### src/sv/wrrs_pkg.sv
// Package for the weighted ROC AUC rank-sum block.
// Holds sizes, widths and the command and status structs; depends on nothing.
package wrrs_pkg;

  localparam int MAX_ITEMS  = 1024;
  localparam int COUNT_BITS = 16;
  localparam int ADDR_W     = $clog2(MAX_ITEMS);
  localparam int CNT_W      = $clog2(MAX_ITEMS + 1);
  localparam int TOT_W      = COUNT_BITS + CNT_W;
  localparam int U_W        = 2 * TOT_W;
  localparam int FRAC_W     = 17;
  localparam int STEP_W     = $clog2(FRAC_W);
  localparam int SCORE_W    = 32;
  localparam int MULT_W     = 16;
  localparam int IN_W       = 56;
  localparam int OUT_W      = 24;

  typedef struct packed {
    logic load;
    logic start;
    logic rd_i;
    logic latch_i;
    logic scan;
    logic inc_i;
    logic mul;
    logic chk;
    logic div_step;
    logic out_load;
  } cmd_t;

  typedef struct packed {
    logic neg_i;
    logic i_last;
    logic j_last;
    logic pipe_busy;
    logic div_last;
  } sts_t;

endpackage

### src/sv/wrrs_ctrl.sv
// Controller state machine for the weighted ROC AUC rank-sum block.
// Depends on wrrs_pkg; drives the datapath by commands and reads its status.
module wrrs_ctrl (
  input  logic              clk,
  input  logic              rst,
  input  logic              s_tvalid,
  output logic              s_tready,
  input  logic              s_tlast,
  output logic              m_tvalid,
  input  logic              m_tready,
  input  wrrs_pkg::sts_t    sts,
  output wrrs_pkg::cmd_t    cmd
);

  localparam logic [3:0] S_LOAD  = 4'd0;
  localparam logic [3:0] S_RDI   = 4'd1;
  localparam logic [3:0] S_LATI  = 4'd2;
  localparam logic [3:0] S_SCAN  = 4'd3;
  localparam logic [3:0] S_DRAIN = 4'd4;
  localparam logic [3:0] S_MUL   = 4'd5;
  localparam logic [3:0] S_CHK   = 4'd6;
  localparam logic [3:0] S_DIV   = 4'd7;
  localparam logic [3:0] S_DONE  = 4'd8;

  logic [3:0] state;
  logic [3:0] state_next;
  logic       acc;

  assign s_tready = (state == S_LOAD);
  assign acc      = s_tvalid && s_tready;

  always_comb begin
    state_next = state;
    cmd = '0;
    case (state)
      S_LOAD: begin
        cmd.load = acc;
        if (acc && s_tlast) begin
          cmd.start = 1'b1;
          state_next = S_RDI;
        end
      end
      S_RDI: begin
        cmd.rd_i = 1'b1;
        state_next = S_LATI;
      end
      S_LATI: begin
        cmd.latch_i = 1'b1;
        if (!sts.neg_i) begin
          state_next = S_SCAN;
        end else if (sts.i_last) begin
          state_next = S_MUL;
        end else begin
          cmd.inc_i = 1'b1;
          state_next = S_RDI;
        end
      end
      S_SCAN: begin
        cmd.scan = 1'b1;
        if (sts.j_last) begin
          state_next = S_DRAIN;
        end
      end
      S_DRAIN: begin
        if (!sts.pipe_busy) begin
          if (sts.i_last) begin
            state_next = S_MUL;
          end else begin
            cmd.inc_i = 1'b1;
            state_next = S_RDI;
          end
        end
      end
      S_MUL: begin
        cmd.mul = 1'b1;
        state_next = S_CHK;
      end
      S_CHK: begin
        cmd.chk = 1'b1;
        state_next = S_DIV;
      end
      S_DIV: begin
        cmd.div_step = 1'b1;
        if (sts.div_last) begin
          state_next = S_DONE;
        end
      end
      S_DONE: begin
        if (!m_tvalid || m_tready) begin
          cmd.out_load = 1'b1;
          state_next = S_LOAD;
        end
      end
      default: begin
        state_next = S_LOAD;
      end
    endcase
  end

  always_ff @(posedge clk) begin
    if (rst) begin
      state <= S_LOAD;
      m_tvalid <= 1'b0;
    end else begin
      state <= state_next;
      if (cmd.out_load) begin
        m_tvalid <= 1'b1;
      end else if (m_tready) begin
        m_tvalid <= 1'b0;
      end
    end
  end

endmodule

### config.mk
export PLATFORM = sky130hd
export DESIGN_NAME = wrrs_ctrl
export DESIGN_NICKNAME = d
export VERILOG_FILES = /design/src/sv/wrrs_pkg.sv /design/src/sv/wrrs_ctrl.sv
export SDC_FILE = /design/constraint.sdc
export NUM_CORES = 1
export LEC_CHECK = 0
export BUFFER_PORTS_ARGS = -buffer_cell sky130_fd_sc_hd__buf_2
export CAP_MARGIN = 20
export CORE_AREA = 5 5 42 44
export CTS_CLUSTER_DIAMETER = 100
export CTS_CLUSTER_SIZE = 24
export DETAILED_ROUTE_END_ITERATION = 10
export DIE_AREA = 0 0 47 49
export PLACE_DENSITY_LB_ADDON = 0.05
export SETUP_SLACK_MARGIN = 0.3
export SYNTH_ARGS = -nofsm -noshare
export SYNTH_HDL_FRONTEND = slang
export SYNTH_SLANG_ARGS = --single-unit
### constraint.sdc
create_clock -name clk -period 2.4 [get_ports clk]
set_input_delay 0.12 -clock clk [delete_from_list [all_inputs] [get_ports clk]]
set_output_delay 0.12 -clock clk [all_outputs]
set_load 0.02 [all_outputs]
==> run summary <==
Critical path
• 1 — Bufs and invs on worst path
• 0.53 ns — biggest cell delay along the critical path
• flip-flop — critical path launch point type
• sky130_fd_sc_hd__or4b_4 — highest-delay cell along the critical path
• 4 — r2r worst-path depth
• or4b_4 -> nor2b_1 -> buf_2 — cells traversed along the worst timing path
• simple AND/OR/NAND/NOR gates — top cell family by delay on the critical path
• reg2out — kind of critical path
• 2.28 ns — required time at the endpoint of the critical path
• 1.57 ns — Arr. time, crit path
• 3 — path length in cells of the critical path
• 10 — Critical Path Fanout Max
• output port — Crit. End Element

Floorplanning
• 22 — IO Count
• 47 um — Die Span X
• 0.001401 mm^2 — area of the core
• 32.14% — starting utilization of the core area
• 0.002303 mm^2 — die outline area
• 14 — cell row count
• 49 um — height of the die

Clocking
• 0.04 ns — clock transition time at the flip-flop clock pins of the worst setup and hold paths
• 0 — buffer count from post-CTS setup fixing
• 0 — CTS hold repair buffers
• 2 — CTS max path bufs
• 0.25 ns — source-to-sink clock delay at the later pin of the worst-skew pair
• sky130_fd_sc_hd__clkbuf_4 — library cell used as clock root buffer
• built — TritonCTS clock tree
• 3 — total clock buffers created by CTS
• 0 — CTS resizes
• 5 — count of clock tree sinks
• 1 — Clock H-tree levels

Place
• 21 — count of input and output buffers
• 0.6986 — placer congestion estimate
• 0.7363 ns — post-placement setup slack
• 893 um — HPWL Detailed

STA
• 0.5926 GHz — maximum clock frequency
• 0 — final count of hold timing violations
• 70.77% — headroom to the max-slew limit
• 0 ns — Setup Total Neg Slack
• 0 — count of final max-slew check failures
• 1.688 ns — clock period minus worst slack
• 0 — number of setup violations in the final report
• 0.4345 ns — Slew @ Worst Pin
• 70.32% — Final Cycle Share
• 0.7124 ns — fin worst setup slack
• 0.001787 ns — final worst clock skew
• false — RSZ-0062 raised after global routing

Synthesis
• sky130_fd_sc_hd__dfxtp_1 — Post-synth top flop
• 54 — gate count after technology mapping
• 5 — Synth Register Bits
• sky130_fd_sc_hd__dfxtp_1 — top-count cell post-synth
• 0 — Yosys warning count
• 0% — share of synthesized flip-flops with an asynchronous set or reset
• sky130_fd_sc_hd__dfxtp_1 22%, sky130_fd_sc_hd__buf_6 5.0%, sky130_fd_sc_hd__a21oi_1 4.4% — largest cells by area after synthesis
• 5 x sky130_fd_sc_hd__dfxtp_1, 4 x sky130_fd_sc_hd__a21oi_1, 4 x sky130_fd_sc_hd__nor2_1, 3 x sky130_fd_sc_hd__nor3_1 — top cells by count, synth
• 8.341 um^2 — mean instance size in the synthesized netlist
• 34 — Netlist cell types
• 0 — number of synthesized flops with an enable pin
• 64 — synthesized net count
• 22.22% — register area share after synthesis
• 450.4 um^2 — post-synthesis cell area
• 22.22% — area share of the largest cell type after synthesis
• sky130_fd_sc_hd__dfxtp_1 — Synth area leader

Pwr
• 0.3071 mW — internal power
• 46.89% — switching share of power
• 17.1% — share of power burned in the clock network
• 0.2711 mW — reported net switching power
• 28.4% — sequential fraction of design power
• 54.5% — Gate power share
• 0.2402 nW — Pleak
• 0.3978 mV — IR Drop Worst-Case VDD
• 1020 mW/mm^2 — Pwr per Cell Area

Drt
• 12.43 um — post-DR wirelength/cell
• 1131 um — detailed-route wire length
• 4 — first-pass iteration count of the detailed router
• 0 — Post-route DRC
• 5.044 — Vias per Instance
• 0 — number of routed nets with antenna violations
• 459 — routed vias
• 6 — initial drt markers

Finish
• 86 — total number of nets in the final design
• 158 — number of fill cells in the layout
• 45.33% — share of final-layout standard cells stronger than drive strength 1
• 0 — Antenna diodes
• 25.83% — layout overhead on the synthesized area

Min path
• 2 — worst hold stages
• in2reg — class of the worst hold path

Job
• 0 — total of max-cap violations

Global route
• 0 — antenna violations before repair
• 11.75% — All-Layer GR Usage
• 0 — grt ovf
• 15 — maximum number of pins on one net before global-route repair
• 1869 um — first-pass GRT wire length
• 420 — number of global-route vias before repair

Run status
• completed — outcome

[layout by cell type, fill, tap and decap left out, types with 3 or more instances in the layout]
master,Yosys,layout
sky130_fd_sc_hd__dfxtp_1,5,5
sky130_fd_sc_hd__clkbuf_4,0,3
sky130_fd_sc_hd__nor3_1,3,3
sky130_fd_sc_hd__a21oi_1,4,4
sky130_fd_sc_hd__buf_2,1,21
sky130_fd_sc_hd__nor2_1,4,4
[cell type report]
cell class,instances,area (um^2),share of cell area [%]
inverters,2,7.507,1.325
well taps,16,20.02,3.532
clock buffers,4,26.28,4.636
multi-input cells,43,307.8,54.30
flip-flops and latches,5,100.1,17.66
repair buffers,21,105.1,18.54
[sequential cells by signal (all words and copies together) (netlist names)]
signal and flops:
state 4, m_tvalid 1
[power by group through the flow]
stage                     logic (mW)  registers (mW)  clock network [mW]
after floorplan                0.296           0.119                   0
after global placement         0.324           0.167                   0
after detailed placement       0.320           0.167                   0
after CTS                      0.320           0.165               0.104
after global routing           0.346           0.173               0.115
final                          0.315           0.164              0.0990
[worst reg2reg max path, cell delays in order (launching register included)]
cell and delay [ns]:
sky130_fd_sc_hd__dfxtp_1 0.57, sky130_fd_sc_hd__or3b_2 0.22, sky130_fd_sc_hd__a21oi_2 0.06, sky130_fd_sc_hd__or4_4 0.53, sky130_fd_sc_hd__o41ai_2 0.19
[per-layer routing]
layer  part of all wire (%)  global-route usage, %  vias to the layer above
met4                   0.80                  6.912                        0
met3                    7.3                  6.642                        2
li1                       -                      -                      245
met5                      0                      0                        -
met1                     42                  14.25                      199
met2                     49                  15.61                       13
[cell families (layout without fill, tap and decap cells)]
family	Yosys count	after routing	share of synthesized area [%]
muxes	1	1	2.222
buffers and inverters	6	27	9.444
and+or+nand+nor	29	29	45.83
AOI/OAI and AO/OA	13	13	20.28
DFF	5	5	22.22
[through the flow]
step / utilization (%) / cell area (um^2) / instances / total power [mW] / hold slack (ns)
2_1_floorplan: - / 450.4 / 54 / 0.4150 / 0.1891
3_3_place_gp: 38.57 / 540.5 / 87 / 0.4910 / 0.3960
3_5_place_dp: 38.57 / 540.5 / 87 / 0.4862 / 0.3946
4_1_cts: 40.45 / 566.8 / 91 / 0.5887 / 0.1380
5_1_grt: 40.45 / 566.8 / 91 / 0.6338 / 0.1374
6_report: 40.45 / 566.8 / 91 / 0.5782 / 0.1408
[final timing paths]
path	startpoint	endpoint	slack [ns]
max	state[3]$_SDFFE_PP0P_	cmd[0]	0.71
min	rst	m_tvalid$_SDFFE_PP0P_	0.14
max reg2reg	state[0]$_SDFFE_PP0P_	state[3]$_SDFFE_PP0P_	0.74
min reg2reg	m_tvalid$_SDFFE_PP0P_	m_tvalid$_SDFFE_PP0P_	0.53
Power figures use the tool's default switching activity.
